`config.mk`:
```
export PLATFORM = sky130hd
export DESIGN_NAME = dns_query_redirect_responder
export DESIGN_NICKNAME = d
export VERILOG_FILES = /design/src/rtl/dqr_pkg.sv /design/src/rtl/dqr_emitter.sv /design/src/rtl/dns_query_redirect_responder.sv
export SDC_FILE = /design/constraint.sdc
export NUM_CORES = 1
export LEC_CHECK = 0
export BUFFER_PORTS_ARGS = -buffer_cell sky130_fd_sc_hd__buf_4
export CORE_MARGIN = 10
export CORE_UTILIZATION = 45
export CTS_CLUSTER_DIAMETER = 50
export DETAILED_ROUTE_END_ITERATION = 6
export GPL_TIMING_DRIVEN = 0
export PLACE_DENSITY = 0.72
export SETUP_SLACK_MARGIN = 0.5
export SKIP_LAST_GASP = 1
export SYNTH_ARGS = -nofsm -noshare
export SYNTH_HDL_FRONTEND = slang
export SYNTH_SLANG_ARGS = --single-unit
```
`constraint.sdc`:
```
create_clock -name clk_i -period 3.1 [get_ports clk_i]
set_clock_uncertainty 0.05 [all_clocks]
set_input_delay 0.775 -clock clk_i [delete_from_list [all_inputs] [get_ports clk_i]]
set_output_delay 0.775 -clock clk_i [all_outputs]
set_load 0.05 [all_outputs]
```
`src/rtl/dqr_pkg.sv`:
```
// ----------------------------------------------------------------------------
// dqr_pkg
// Shared types and constants for the DNS query redirect responder.
// ----------------------------------------------------------------------------
package dqr_pkg;

  // Number of bytes in a DNS header.
  localparam int unsigned HdrBytes = 12;
  // Fixed part of the answer record, before the address octets.
  localparam int unsigned AnswerPrefixBytes = 12;
  // Whole answer record: the fixed part and four address octets.
  localparam int unsigned AnswerBytes = 16;
  // Default size limit of a response datagram.
  localparam int unsigned MaxPacketBytesDef = 512;
  // Address returned after reset (192.168.4.1).
  localparam logic [31:0] RedirectAddressRst = 32'hC0A8_0401;

  // Header byte positions that are modified on the way out.
  localparam logic [3:0] HdrFlagsHiIdx = 4'd2;
  localparam logic [3:0] HdrFlagsLoIdx = 4'd3;
  localparam logic [3:0] HdrAnCountLoIdx = 4'd7;
  // Bit set in both flag bytes (QR and RA).
  localparam logic [7:0] HdrFlagBit = 8'h80;
  // Last header index, abort item index and last answer record index.
  localparam logic [3:0] HdrLastIdx = 4'd11;
  localparam logic [3:0] HdrAbortIdx = 4'd12;
  localparam logic [3:0] AnswerLastIdx = 4'd15;

  // Name pointer to offset 12, type A, class IN, TTL 60, length 4.
  localparam logic [7:0] AnswerPrefix [AnswerPrefixBytes] = '{
    8'hC0, 8'h0C, 8'h00, 8'h01, 8'h00, 8'h01,
    8'h00, 8'h00, 8'h00, 8'h3C, 8'h00, 8'h04
  };

  // Parser phase, one-hot.
  typedef enum logic [3:0] {
    PH_HEADER  = 4'b0001,
    PH_NAME    = 4'b0010,
    PH_TRAILER = 4'b0100,
    PH_SWALLOW = 4'b1000
  } phase_e;

  // Burst sequencer state, one-hot.
  typedef enum logic [2:0] {
    BU_IDLE   = 3'b001,
    BU_HEADER = 3'b010,
    BU_ANSWER = 3'b100
  } burst_e;

  // Request from the parser to the reply emitter for one accepted byte.
  typedef struct packed {
    logic       single;     // emit one item now (data, last, abort)
    logic [7:0] data;       // byte to emit, also the byte to store
    logic       last;
    logic       abort;
    logic       start_hdr;  // start the header burst
    logic       hdr_abort;  // header burst ends in an abort item
    logic       start_ans;  // start the answer burst after the single item
    logic       store_we;   // write data into the header store
    logic [3:0] store_idx;
  } emit_req_t;

endpackage

```
`src/rtl/dqr_emitter.sv`:
```
// ----------------------------------------------------------------------------
// dqr_emitter
// Output register, header store and burst sequencer for the reply stream.
// ----------------------------------------------------------------------------
module dqr_emitter (
  input  logic              clk_i,
  input  logic              rst_ni,
  input  dqr_pkg::emit_req_t req_i,         // valid only when accepted
  input  logic [31:0]       redirect_address_i,
  output logic              ready_o,       // a new request can be taken
  output logic              m_axis_tvalid,
  input  logic              m_axis_tready,
  output logic [7:0]        m_axis_tdata,  // [7:0] reply_byte
  output logic              m_axis_tlast,  // reply_last
  output logic [0:0]        m_axis_tuser   // [0] reply_abort
);
  import dqr_pkg::*;

  logic [7:0] store_q [HdrBytes];

  logic       out_valid_q, out_valid_d;
  logic [7:0] out_data_q, out_data_d;
  logic       out_last_q, out_last_d;
  logic       out_abort_q, out_abort_d;

  burst_e     burst_q, burst_d;
  logic [3:0] idx_q, idx_d;
  logic       hdr_abort_q, hdr_abort_d;

  logic       out_free;
  logic [3:0] store_rd_idx;
  logic [7:0] hdr_byte;
  logic [7:0] ans_byte;

  assign out_free = !out_valid_q || m_axis_tready;
  assign ready_o  = out_free && (burst_q == BU_IDLE);

  // Header store, written one byte per accepted header byte.
  always_ff @(posedge clk_i) begin
    if (req_i.store_we) begin
      store_q[req_i.store_idx] <= req_i.data;
    end
  end

  // Header byte for the current burst position, with QR, RA and ANCOUNT fixed.
  assign store_rd_idx = (idx_q <= HdrLastIdx) ? idx_q : '0;

  always_comb begin
    hdr_byte = store_q[store_rd_idx];
    if (idx_q == HdrFlagsHiIdx || idx_q == HdrFlagsLoIdx) begin
      hdr_byte = hdr_byte | HdrFlagBit;
    end
    if (idx_q == HdrAnCountLoIdx) begin
      hdr_byte = 8'h01;
    end
  end

  // Answer record byte: fixed prefix, then the address, first octet first.
  always_comb begin
    if (idx_q < 4'(AnswerPrefixBytes)) begin
      ans_byte = AnswerPrefix[idx_q];
    end else begin
      case (idx_q[1:0])
        2'd0:    ans_byte = redirect_address_i[31:24];
        2'd1:    ans_byte = redirect_address_i[23:16];
        2'd2:    ans_byte = redirect_address_i[15:8];
        default: ans_byte = redirect_address_i[7:0];
      endcase
    end
  end

  // Next state of the output register and the burst sequencer.
  always_comb begin
    out_valid_d = out_valid_q;
    out_data_d  = out_data_q;
    out_last_d  = out_last_q;
    out_abort_d = out_abort_q;
    burst_d     = burst_q;
    idx_d       = idx_q;
    hdr_abort_d = hdr_abort_q;

    if (out_free) begin
      out_valid_d = 1'b0;
    end

    if (req_i.single) begin
      out_valid_d = 1'b1;
      out_data_d  = req_i.data;
      out_last_d  = req_i.last;
      out_abort_d = req_i.abort;
    end

    if (req_i.start_hdr) begin
      burst_d     = BU_HEADER;
      idx_d       = '0;
      hdr_abort_d = req_i.hdr_abort;
    end else if (req_i.start_ans) begin
      burst_d = BU_ANSWER;
      idx_d   = '0;
    end else if (out_free) begin
      case (burst_q)
        BU_HEADER: begin
          out_valid_d = 1'b1;
          if (idx_q == HdrAbortIdx) begin
            out_data_d  = '0;
            out_last_d  = 1'b1;
            out_abort_d = 1'b1;
          end else begin
            out_data_d  = hdr_byte;
            out_last_d  = 1'b0;
            out_abort_d = 1'b0;
          end
          idx_d = idx_q + 4'd1;
          if (idx_q == HdrAbortIdx || (idx_q == HdrLastIdx && !hdr_abort_q)) begin
            burst_d = BU_IDLE;
          end
        end
        BU_ANSWER: begin
          out_valid_d = 1'b1;
          out_data_d  = ans_byte;
          out_last_d  = (idx_q == AnswerLastIdx);
          out_abort_d = 1'b0;
          idx_d       = idx_q + 4'd1;
          if (idx_q == AnswerLastIdx) begin
            burst_d = BU_IDLE;
          end
        end
        default: begin
        end
      endcase
    end
  end

  // Control registers.
  always_ff @(posedge clk_i or negedge rst_ni) begin
    if (!rst_ni) begin
      out_valid_q <= 1'b0;
      burst_q     <= BU_IDLE;
      idx_q       <= '0;
      hdr_abort_q <= 1'b0;
    end else begin
      out_valid_q <= out_valid_d;
      burst_q     <= burst_d;
      idx_q       <= idx_d;
      hdr_abort_q <= hdr_abort_d;
    end
  end

  // Payload registers.
  always_ff @(posedge clk_i) begin
    out_data_q  <= out_data_d;
    out_last_q  <= out_last_d;
    out_abort_q <= out_abort_d;
  end

  assign m_axis_tvalid   = out_valid_q;
  assign m_axis_tdata    = out_data_q;
  assign m_axis_tlast    = out_last_q;
  assign m_axis_tuser[0] = out_abort_q;

endmodule

```
`src/rtl/dns_query_redirect_responder.sv`:
```
// ----------------------------------------------------------------------------
// dns_query_redirect_responder
// Answers each whole DNS query that fits with an A record for the set address.
// ----------------------------------------------------------------------------
// The query datagram enters on the slave stream one byte per request, with
// tlast on its final byte. The response leaves on the master stream one byte
// per request, tlast on its final byte and tuser[0] set on an abort item,
// which tells the receiver to drop everything already sent for the datagram.
// The answer address is written through cfg_wr_en_i / cfg_wr_data_i; the user
// writes it while the block is idle, which the block itself does not enforce; reset loads 192.168.4.1.
// A name, type or class byte is loaded into the output register as it is
// accepted and appears on the master side in the next cycle; the header replay
// first passes through the burst sequencer. Name, type and class bytes flow at
// one byte per cycle while the receiver keeps up. After the twelfth header byte
// the input stalls while the header is replayed, and after the last class byte
// while the answer record is sent, since one output register serves both the
// pass-through and these bursts.
// Reset clears the parser to the header phase and empties the output.
// When the receiver stalls, the output register holds its item and
// s_axis_tready falls until that item is taken.
module dns_query_redirect_responder #(
  parameter int unsigned MaxPacketBytes = dqr_pkg::MaxPacketBytesDef
) (
  input  logic        clk_i,
  input  logic        rst_ni,
  input  logic        s_axis_tvalid,
  output logic        s_axis_tready,
  input  logic [7:0]  s_axis_tdata,   // [7:0] query_byte
  input  logic        s_axis_tlast,   // query_last
  output logic        m_axis_tvalid,
  input  logic        m_axis_tready,
  output logic [7:0]  m_axis_tdata,   // [7:0] reply_byte
  output logic        m_axis_tlast,   // reply_last
  output logic [0:0]  m_axis_tuser,   // [0] reply_abort
  input  logic        cfg_wr_en_i,
  input  logic [31:0] cfg_wr_data_i   // redirect_address
);
  import dqr_pkg::*;

  localparam int unsigned PosW = $clog2(MaxPacketBytes);

  phase_e          phase_q, phase_d;
  logic [PosW-1:0] pos_q, pos_d;
  logic [7:0]      label_q, label_d;
  logic [1:0]      trail_q, trail_d;
  logic [31:0]     redirect_address_q;

  emit_req_t       req;
  logic            emit_ready;
  logic            accept;
  logic            overrun;
  logic [7:0]      b;
  logic            last;

  assign s_axis_tready = emit_ready;
  assign accept        = s_axis_tvalid && emit_ready;
  assign b             = s_axis_tdata;
  assign last          = s_axis_tlast;

  // A response that would pass the size limit once the answer is added.
  assign overrun = (({1'b0, pos_q} + (PosW + 1)'(AnswerBytes + 1))
                    > (PosW + 1)'(MaxPacketBytes));

  // Configuration register.
  always_ff @(posedge clk_i or negedge rst_ni) begin
    if (!rst_ni) begin
      redirect_address_q <= RedirectAddressRst;
    end else if (cfg_wr_en_i) begin
      redirect_address_q <= cfg_wr_data_i;
    end
  end

  // Parser: one step per accepted query byte.
  always_comb begin
    phase_d = phase_q;
    pos_d   = pos_q;
    label_d = label_q;
    trail_d = trail_q;
    req     = '0;
    req.data      = b;
    req.store_idx = pos_q[3:0];

    if (accept) begin
      case (phase_q)
        PH_SWALLOW: begin
          if (last) begin
            phase_d = PH_HEADER;
            pos_d   = '0;
          end
        end
        PH_HEADER: begin
          req.store_we = 1'b1;
          if (pos_q < PosW'(HdrLastIdx)) begin
            pos_d = last ? '0 : pos_q + PosW'(1);
          end else begin
            req.start_hdr = 1'b1;
            req.hdr_abort = last;
            label_d       = '0;
            trail_d       = '0;
            if (last) begin
              pos_d = '0;
            end else begin
              pos_d   = PosW'(HdrBytes);
              phase_d = PH_NAME;
            end
          end
        end
        PH_NAME, PH_TRAILER: begin
          req.single = 1'b1;
          if (overrun || (last && !(phase_q == PH_TRAILER && trail_q == 2'd3))) begin
            // Abort item; restart, or swallow the rest of the datagram.
            req.data  = '0;
            req.last  = 1'b1;
            req.abort = 1'b1;
            pos_d     = '0;
            label_d   = '0;
            trail_d   = '0;
            phase_d   = last ? PH_HEADER : PH_SWALLOW;
          end else if (phase_q == PH_NAME) begin
            pos_d = pos_q + PosW'(1);
            if (label_q != '0) begin
              label_d = label_q - 8'd1;
            end else if (b == '0) begin
              phase_d = PH_TRAILER;
              trail_d = '0;
            end else begin
              label_d = b;
            end
          end else if (trail_q != 2'd3) begin
            trail_d = trail_q + 2'd1;
            pos_d   = pos_q + PosW'(1);
          end else begin
            // Last class byte: pass it and follow with the answer record.
            // The parser restarts at once if this byte ends the datagram.
            req.start_ans = 1'b1;
            pos_d         = '0;
            label_d       = '0;
            trail_d       = '0;
            phase_d       = last ? PH_HEADER : PH_SWALLOW;
          end
        end
        default: begin
          phase_d = PH_HEADER;
          pos_d   = '0;
        end
      endcase
    end
  end

  // Parser state registers.
  always_ff @(posedge clk_i or negedge rst_ni) begin
    if (!rst_ni) begin
      phase_q <= PH_HEADER;
      pos_q   <= '0;
      label_q <= '0;
      trail_q <= '0;
    end else begin
      phase_q <= phase_d;
      pos_q   <= pos_d;
      label_q <= label_d;
      trail_q <= trail_d;
    end
  end

  dqr_emitter u_emitter (
    .clk_i              (clk_i),
    .rst_ni             (rst_ni),
    .req_i              (req),
    .redirect_address_i (redirect_address_q),
    .ready_o            (emit_ready),
    .m_axis_tvalid      (m_axis_tvalid),
    .m_axis_tready      (m_axis_tready),
    .m_axis_tdata       (m_axis_tdata),
    .m_axis_tlast       (m_axis_tlast),
    .m_axis_tuser       (m_axis_tuser)
  );

endmodule

```
==> results of run 1 <==
[registers in the layout, summed over array words and instances (netlist names), 2 cells and up]
name	count
label_q	8
phase_q	4
pos_q	9
redirect_address_q	32
trail_q	2
u_emitter.burst_q	3
u_emitter.idx_q	4
u_emitter.m_axis_tdata	8
u_emitter.store_q	96
[worst max-delay path, stage by stage (launching register included)]
cell and delay, ps:
dfstp_2 600, nor4b_4 380, nand3_2 290, nor4_2 840
[kinds of logic after synthesis]
kind of cell	share of synthesized area
AO/OA/AOI/OAI	0.1338
XOR/XNOR	0.005428
adder cells (fa/ha/maj)	0.01706
buffers and inverters	0.03148
flip-flops	0.5820
multiplexers	0.1140
AND/OR/NAND/NOR	0.1163
[power by group through the flow]
stage	combinational (µW)	sequential, µW	clock [µW]
floorplan	2100	3140	0
global placement	3140	2980	0
detailed placement	3210	2990	0
CTS	3300	2950	2240
global route	3740	2980	2350
finish	3450	2950	2220
[area by class of cell]
class | instances | area, µm² | share of cell area
sequential | 170 | 4697 | 0.4900
multi-input combinational | 417 | 3187 | 0.3325
timing repair buffer | 67 | 503.0 | 0.05247
clock buffer | 18 | 429.2 | 0.04477
tap | 225 | 281.5 | 0.02937
buffer | 33 | 202.7 | 0.02115
clock inverter | 14 | 180.2 | 0.01880
inverter | 26 | 105.1 | 0.01096
[per-layer routing]
metal,track usage,vias up
met1,0.2319,2899
met5,0,-
met3,0.04686,28
met2,0.2834,241
met4,0.04049,0
li1,-,2641
[worst paths after layout]
path	from	to	slack, ps
worst max-delay path	phase_q[0]	u_emitter.store_q[3][7]	550
worst min-delay path	rst_ni	redirect_address_q[25]	390
worst max register to register	phase_q[0]	u_emitter.store_q[3][7]	550
worst min register to register	trail_q[1]	trail_q[1]	460
max in group asynchronous	rst_ni	u_emitter.idx_q[0]	2040
min in group clk_i	trail_q[1]	trail_q[1]	460
[cells in the final DEF, fill, tap and decap left out, types with 10 or more instances in the layout]
cell type | netlist | layout
inv_1 | 25 | 23
a31oi_1 | 16 | 15
and2_2 | 0 | 14
o21ai_0 | 25 | 20
clkbuf_16 | 0 | 17
nand2_1 | 41 | 41
dfxtp_1 | 10 | 10
mux4_2 | 14 | 14
mux2i_1 | 12 | 12
mux2_2 | 39 | 39
buf_2 | 11 | 11
dfrtp_1 | 55 | 54
o22ai_1 | 23 | 23
a22oi_1 | 12 | 12
nand3_1 | 16 | 16
a21oi_1 | 34 | 34
nor2_1 | 31 | 31
clkbuf_1 | 15 | 12
buf_4 | 1 | 69
edfxtp_1 | 96 | 96
nor3_1 | 15 | 15
[metrics by stage]
step | util | instances | setup TNS [ps] | cell area, µm²
floorplan | - | 646 | 0 | 8075
global placement | 0.5035 | 926 | -1131 | 8770
detailed placement | 0.5047 | 927 | -76.92 | 8790
CTS | 0.5435 | 961 | 0 | 9465
global route | 0.5504 | 970 | 0 | 9585
finish | 0.5504 | 970 | 0 | 9585
[repair_timing]
action,in CTS,in global routing
gates resized for setup,25,23
pin swaps,3,9
setup buffers,2,9
setup endpoints to repair,104,165
==> flow_metrics.py, run 1 <==
metrics = {
    "global_route": {
        "antenna_found_initial": 0,
        "grt_use_total": 0.1759,
        "grt_max_degree": 65,
        "grt_pass1_wl_um": 33270,
        "grt_pass1_vias": 5977,
        "grt.overflow.total": 0,
    },
    "yosys": {
        "post_synth.cell_area_avg_um2": 12.49,
        "synthFlopType": "edfxtp_1",
        "syn_inst": 646,
        "synth_cell_types": 75,
        "ys_seq_elements": 170,
        "syn-cell-area_um2": 8069,
        "synth_edf_count": 96,
        "post-synth-top-count-cell": "edfxtp_1",
        "synth.largest_area_cell": "edfxtp_1",
        "syn-num-nets": 703,
        "async_reset_ff_frac": 0.3765,
        "yosysTopAreaCellShare": 0.3573,
        "yosys_warnings": 0,
        "synth_common_cells": "96 x edfxtp_1, 55 x dfrtp_1, 41 x nand2_1",
        "yosysSeqAreaShare": 0.5820,
        "synthTopCellsByArea": "edfxtp_1 36%, dfrtp_1 17%, mux2_2 5.4%",
    },
    "drt": {
        "wl_per_cell_um": 21.68,
        "first_pass_iters": 5,
        "route.met2.wl_um": 10080,
        "ant_nets": 0,
        "routed_wirelength_um": 21030,
        "vias": 5809,
        "wl_met3_um": 1417,
        "top_layer": "met4",
        "wl_met1_um": 9181,
        "vias_per_cell": 5.989,
        "drc_errors": 0,
        "drt_iter0_markers": 566,
    },
    "worst_setup_path": {
        "crit_required_ps": 3110,
        "arrival_ps": 2550,
        "worstRegToRegCells": 3,
        "critical_path_class": "reg -> reg",
        "worstPathMaxFanout": 8,
        "critPathLaunchType": "flip-flop",
        "cp-end-kind": "flip-flop",
    },
    "pwr": {
        "max-vdd-ir-drop_uv": 492.7,
        "power_density_nw_per_um2": 899.4,
        "leakagePower_uw": 0.003616,
        "p_int_uw": 5346,
        "p_total_uw": 8621,
        "pwr-share-seq": 0.342,
        "p_sw_frac": 0.3800,
        "p_comb_frac": 0.400,
        "p_sw_uw": 3276,
        "clockPowerShare": 0.257,
    },
    "sta": {
        "period_share": 0.8221,
        "fmax_mhz": 392.4,
        "rsz0062_at_grt": "true",
        "holdWs_ps": 391.0,
        "drv_slew": 0,
        "setup_slack_ps": 551.3,
        "period_needed_ps": 2549,
        "slew_headroom": 0.3081,
        "hold_viol": 0,
        "tightestPinTransition_ps": 1029,
        "finalSetupViolCount": 0,
    },
    "layout": {
        "drive_above_1_share": 0.3007,
        "nets": 789,
        "diodes": 0,
        "fillers": 1447,
        "syn_to_final_growth_pct": 18.79,
    },
    "clocking": {
        "numCtsBuffers": 17,
        "cts_tree": "done",
        "cts_buffer_depth": 2,
        "cts-hold-fix-buffers": 0,
        "root_buffer": "clkbuf_16",
        "cts.sinks": 170,
        "clk_latency_ps": 440,
        "clk_pin_slew_ps": 60,
        "h-tree-depth": 4,
    },
    "place": {
        "dp_hpwl_um": 15040,
        "place_congestion": 0.9483,
        "pre_cts_slack_ps": -56.83,
        "portBuffers": 55,
    },
    "hold_path": {
        "hold_class": "in -> async",
    },
    "die": {
        "core_area_um2": 17420,
        "initial_core_util": 0.4633,
        "die_w_um": 153.9,
        "die_area_um2": 23690,
        "ios": 58,
        "fp-row-count": 48,
        "die_h_um": 153.9,
    },
    "run": {
        "drv_cap": 0,
    },
    "outcome": {
        "status": "complete, no violations",
    },
}
(Power assumes the default switching activity.)
==> inputs of run 2 (changes only) <==
- PLACE_DENSITY: 0.72 -> 0.75
- clock period: 3.1 -> 2.1 ns (I/O delays scaled with it)
==> run 2 against run 1 <==
Effect of this change: the flow now finishes with violations (negative setup slack); sequential power rose by 50%; sequential share of layout area decreased by 6.3 points; largest power group unchanged; worst hold slack got worse by 230 ps; wire length grew 21%; largest cell class unchanged; total power increased by 68%.
==> flow_metrics.py, run 2 (synthesized netlist as in run 1, its figures left out) <==
metrics = {
    "clocking": {
        "cts-hold-fix-buffers": 0,
        "cts_tree": "done",
        "h-tree-depth": 4,
        "cts.sinks": 170,
        "cts_buffer_depth": 2,
        "numCtsBuffers": 17,
        "clk_pin_slew_ps": 60,
        "clk_latency_ps": 430,
        "root_buffer": "clkbuf_16",
    },
    "place": {
        "portBuffers": 55,
        "dp_hpwl_um": 15150,
        "place_area_um2": 9057,
        "place_congestion": 0.9191,
        "pre_cts_slack_ps": -651.2,
    },
    "layout": {
        "largest_reg_flops": 96,
        "reg_top3": "u_emitter.store_q (96), redirect_address_q (32), pos_q (9)",
        "final_area_um2": 11030,
        "nets": 862,
        "layout_commonest_cell": "buf_4",
        "regMostFlops": "u_emitter.store_q",
        "drive_above_1_share": 0.4743,
        "diodes": 0,
        "layout_common_cells": "101 x buf_4, 96 x edfxtp_1, 47 x dfrtp_1",
        "syn_to_final_growth_pct": 36.69,
    },
    "pwr": {
        "power_density_nw_per_um2": 1314,
        "max-vdd-ir-drop_uv": 1103,
        "leakagePower_uw": 0.004189,
    },
    "drt": {
        "drt_iter0_markers": 807,
        "vias": 6573,
        "ant_nets": 0,
        "vias_per_cell": 6.302,
        "routed_wirelength_um": 25470,
        "wl_per_cell_um": 24.42,
        "first_pass_iters": 7,
        "drc_errors": 0,
    },
    "worst_setup_path": {
        "worstRegToRegCells": 11,
        "critPathLaunchType": "flip-flop",
        "crit_required_ps": 2350,
        "critical_path_class": "reg -> reg",
        "cp-end-kind": "flip-flop",
        "worstPathMaxFanout": 6,
        "arrival_ps": 2550,
        "ff2ff_setup_slack_ps": -210,
    },
    "sta": {
        "hold_viol": 0,
        "tightestPinTransition_ps": 901.9,
        "setup_slack_ps": -205.2,
        "slew_headroom": 0.3924,
        "period_needed_ps": 2305,
        "tns_ps": -24200,
        "rsz0062_at_grt": "true",
        "finalSetupViolCount": 163,
        "drv_slew": 0,
        "fmax_mhz": 433.8,
        "period_share": 1.098,
        "holdWs_ps": 162.8,
    },
    "die": {
        "die_w_um": 153.9,
        "core_area_um2": 17420,
        "die_area_um2": 23690,
        "die_h_um": 153.9,
        "fp-row-count": 48,
        "ios": 58,
        "initial_core_util": 0.4633,
    },
    "global_route": {
        "grt_pass1_wl_um": 37250,
        "grt_use_total": 0.1988,
        "grt_max_degree": 65,
        "grt_pass1_vias": 6479,
        "antenna_found_initial": 0,
        "grt.overflow.total": 0,
    },
    "hold_path": {
        "hold_class": "in -> async",
    },
    "outcome": {
        "status": "complete, but fails checks",
        "violations": "negative setup slack",
    },
    "run": {
        "drv_cap": 0,
    },
}
==> run 2: power breakdown <==
part           switching [µW]  internal (µW)  total, µW
combinational            3880           3030       6920
sequential                421           4010       4430
clock                    1260           1880       3140
total                    5570           8930      14500
==> run 2: per-layer routing <==
| metal | up-vias | global-route usage | wire, µm |
|---|---|---|---|
| met2 | 403 | 0.3452 | 13180 |
| met4 | 0 | 0.08412 | 1022 |
| li1 | 2807 | - | - |
| met5 | - | 0 | 0 |
| met3 | 89 | 0.03821 | 1845 |
| met1 | 3274 | 0.2354 | 9421 |
==> run 2: layout make-up <==
type | count | area (µm²)
fillers | 1247 | 6387
flip-flops and latches | 170 | 4706
multi-input cells | 427 | 3851
repair buffers | 130 | 1156
clock buffers | 26 | 536.8
plain buffers | 33 | 309.0
well taps | 225 | 281.5
inverters | 26 | 130.1
clock inverters | 6 | 58.81
==> run 2: through the flow <==
stage | std cells | total power, µW | utilization
global placement | 926 | 9334 | 0.5200
floorplan | 646 | 8081 | -
CTS | 1021 | 13650 | 0.6088
detailed placement | 926 | 9469 | 0.5200
global route | 1043 | 15050 | 0.6333
finish | 1043 | 14490 | 0.6333
==> run 2: path summary, 6_finish.rpt <==
path,startpoint,to
worst max-delay path,pos_q[0],pos_q[5]
worst min-delay path,rst_ni,redirect_address_q[8]
worst max register to register,pos_q[0],pos_q[5]
worst min register to register,redirect_address_q[7],redirect_address_q[7]
max in group asynchronous,rst_ni,pos_q[1]
min in group clk_i,cfg_wr_data_i[17],redirect_address_q[17]
==> run 2: critical path: stages, from the launching register on <==
cell       delay, ps
dfrtp_2          440
ha_4             200
nand2_4           70
o21ai_4           70
a2111oi_4        460
buf_6            200
buf_6            100
buf_6             80
buf_8            120
o21ai_4           90
a31oi_1          220
a21oi_1           70
==> run 2: what timing repair did <==
| item | CTS | global route |
|---|---|---|
| pin swaps | 44 | 35 |
| endpoints found under the setup margin | 236 | 244 |
| hold endpoints to repair | 0 | 0 |
| cloned | 10 | 1 |
| buffers inserted | 53 | 21 |
| gates resized for setup | 114 | 59 |
==> inputs of run 3 (changes only) <==
- ABC_AREA: default -> 1
==> run 3 against run 2 <==
Effect of this change: the flow now finishes without violations; count of clock-buffer cells in the layout is 6 lower; setup slack gained 270 ps; synthesized cell count is 47% higher; core utilization decreased by 3.3 points; worst hold slack worse by 32 ps; clock power shrank 6.4%; wire length decreased by 4.1%; synthesized area increased by 4.9%; first-iteration DRC count shrank 21%; sequential share of layout area decreased by 0.48 points; largest cell class unchanged.
==> flow_metrics.py, run 3 <==
metrics = {
    "outcome": {
        "status": "complete, no violations",
    },
    "layout": {
        "stdcell_count": 1344,
        "fin_util": 0.6007,
        "nets": 1154,
        "regArea_um2": 4708,
        "layout_commonest_cell": "nand2_1",
        "syn_to_final_growth_pct": 31.93,
        "fillers": 1421,
        "largest_reg_flops": 96,
        "diodes": 0,
        "drive_above_1_share": 0.3009,
        "regMostFlops": "u_emitter.store_q",
        "layout_common_cells": "302 x nand2_1, 96 x edfxtp_1, 90 x buf_4",
        "multi_input_area_um2": 3794,
        "reg_top3": "u_emitter.store_q (96), redirect_address_q (32), pos_q (9)",
    },
    "die": {
        "die_area_um2": 24690,
        "core_area_um2": 18580,
        "initial_core_util": 0.4554,
        "die_h_um": 157.1,
        "fp-row-count": 50,
        "ios": 58,
        "die_w_um": 157.1,
    },
    "global_route": {
        "grt_max_degree": 65,
        "grt_pass1_vias": 7309,
        "grt.overflow.total": 0,
        "antenna_found_initial": 0,
        "grt_use_total": 0.1964,
        "grt_pass1_wl_um": 37910,
    },
    "clocking": {
        "root_buffer": "clkbuf_16",
        "numCtsBuffers": 17,
        "cts.sinks": 170,
        "clk_pin_slew_ps": 70,
        "cts_buffer_depth": 2,
        "cts_tree": "done",
        "clk_latency_ps": 440,
        "cts-hold-fix-buffers": 0,
        "h-tree-depth": 4,
    },
    "worst_setup_path": {
        "path_buf_inv": 4,
        "cp_common_cell": "nor2_4",
        "cp-startpoint": "u_emitter.burst_q[0]",
        "r2r_start": "u_emitter.burst_q[0]",
        "worst-path-stages": 10,
        "critical_path_class": "reg -> reg",
        "worstRegToRegCells": 10,
        "crit_slowest_cell": "dfstp_2",
        "crit_family": "simple AND/OR/NAND/NOR gates",
        "crit_required_ps": 2230,
        "ff2ff_setup_slack_ps": 60,
        "cp-end-kind": "flip-flop",
        "critPathLaunchType": "flip-flop",
        "slowest_delay_ps": 550,
        "arrival_ps": 2170,
        "timing.rr.end": "u_emitter.store_q[5][0]",
        "worstPathMaxFanout": 12,
        "cp_cell_sequence": "nand3_2 -> nor2_4 -> nand2_4 -> buf_6 -> nor2_4 -> buf_6 -> nand2_8 -> inv_12 -> nor2_4 -> buf_12",
        "crit_end": "u_emitter.store_q[5][0]",
    },
    "yosys": {
        "yosysTopAreaCellShare": 0.3407,
        "yosysSeqAreaShare": 0.5550,
        "post-synth-top-count-cell": "nand2_1",
        "post_synth.cell_area_avg_um2": 8.897,
        "async_reset_ff_frac": 0.3765,
        "syn_inst": 951,
        "yosys-mux-area-fraction": 0.01730,
        "synth_top_family_by_area": "simple AND/OR/NAND/NOR gates",
        "syn-cell-area_um2": 8461,
        "synthTopCellsByArea": "edfxtp_1 34%, dfrtp_1 16%, nand2_1 14%",
        "yosys.area_share.xor_xnor": 0.006211,
        "synthFlopType": "edfxtp_1",
        "yosys.area_share.simple": 0.2674,
        "yosys_warnings": 0,
        "ys_seq_elements": 170,
        "yosys.area_share.adder": 0.01627,
        "syn-num-nets": 1008,
        "synth_cell_types": 44,
        "synth.largest_area_cell": "edfxtp_1",
        "synth_common_cells": "315 x nand2_1, 96 x edfxtp_1, 82 x inv_1",
        "synth_compound_area_frac": 0.07143,
        "synth_edf_count": 96,
    },
    "sta": {
        "rsz0062_at_grt": "true",
        "tightestPinTransition_ps": 850.3,
        "drv_slew": 0,
        "finalSetupViolCount": 0,
        "period_share": 0.9715,
        "slew_headroom": 0.4332,
        "hold_viol": 0,
        "fmax_mhz": 490.2,
        "period_needed_ps": 2040,
    },
    "pwr": {
        "power_density_nw_per_um2": 1246,
        "leakagePower_uw": 0.004871,
        "p_int_uw": 8025,
        "max-vdd-ir-drop_uv": 1042,
        "clockPowerShare": 0.211,
        "p_comb_frac": 0.476,
        "p_sw_uw": 5886,
        "p_sw_frac": 0.4231,
        "pwr-share-seq": 0.313,
    },
    "drt": {
        "vias_per_cell": 5.496,
        "drc_errors": 0,
        "ant_nets": 0,
        "drt_iter0_markers": 637,
        "first_pass_iters": 6,
        "wl_per_cell_um": 18.17,
        "routed_wirelength_um": 24420,
        "vias": 7387,
    },
    "place": {
        "dp_hpwl_um": 15280,
        "place_congestion": 0.9118,
        "portBuffers": 56,
        "placed_cells": 1241,
    },
    "hold_path": {
        "hold_class": "in -> async",
    },
    "run": {
        "drv_cap": 0,
    },
}
[run 3: cell types whose count changed after synthesis, moves of 14 or more]
| cell | change |
|---|---|
| inv_2 | +16 |
| and2_1 | -22 |
| inv_1 | +57 |
| o21ai_0 | +19 |
| o22ai_1 | -21 |
| nand2_1 | +274 |
| nor2_1 | +27 |
| mux4_2 | -14 |
| a31oi_1 | -15 |
| mux2_2 | -26 |
| nand3_1 | +63 |
| o21ai_1 | +15 |
[run 3: layout make-up]
cell class	instances	area share
clock buffers	20	0.04103
multi-input cells	656	0.3399
clock inverters	12	0.007510
repair inverters	2	0.002914
inverters	102	0.03923
plain buffers	30	0.01917
flip-flops and latches	170	0.4218
repair buffers	118	0.1022
well taps	234	0.02623
[run 3: worst min path at each step]
stage / start / endpoint / slack (ps) / cells past startpoint
4_1_cts: rst_ni / redirect_address_q[27] / 170 / 1
3_5_place_dp: label_q[1] / label_q[1] / 420 / 2
2_1_floorplan: rst_ni / label_q[0] / 180 / 0
6_report: rst_ni / redirect_address_q[3] / 130 / 1
5_1_grt: rst_ni / redirect_address_q[3] / 180 / 1
3_3_place_gp: label_q[1] / label_q[1] / 410 / 2
[run 3: kinds of logic after synthesis]
family          after synthesis
fa+ha+maj                    11
mux                          13
buf+inv                     132
compound gates              107
xor+xnor                      6
simple gates                512
flops                       170
[run 3: what timing repair did]
item,4_1_cts,5_1_grt
gates resized for setup,67,61
gates cloned,10,1
pin swaps,29,44
buffers inserted,49,11
setup endpoints to repair,239,242
[run 3: worst register-to-register path, delay by kind of cell, from the launching register on]
family	cells	cell delay, ps
AND/OR/NAND/NOR	6	650
flip-flops	1	550
buffers and inverters	4	550
[run 3: metrics by stage]
step	setup WS, ps	TNS [ps]	area [µm²]	hold slack (ps)	total power [µW]
2_1_floorplan	-157.3	-6155	8725	179.4	8091
3_5_place_dp	-269.4	-10960	9438	424.5	9514
6_report	59.85	0	11160	131.1	13910
3_3_place_gp	-209.4	-8939	9438	414.4	9409
5_1_grt	34.71	0	11160	182.5	14710
4_1_cts	82.58	0	10860	175.0	13400
[run 3: layer usage]
layer / GRT usage / vias to the layer above / routed length (µm)
met5: 0 / - / 0
met4: 0.07792 / 0 / 781
met3: 0.05240 / 62 / 1926
met2: 0.3421 / 328 / 12540
met1: 0.2250 / 3538 / 9175
li1: - / 3459 / -
[run 3: power groups by stage]
stage               clock network [µW]  logic [µW]  registers, µW
floorplan                            0        3540           4550
global placement                     0        5070           4340
detailed placement                   0        5170           4340
CTS                               2960        6140           4290
global route                      3110        7210           4390
finish                            2940        6620           4350
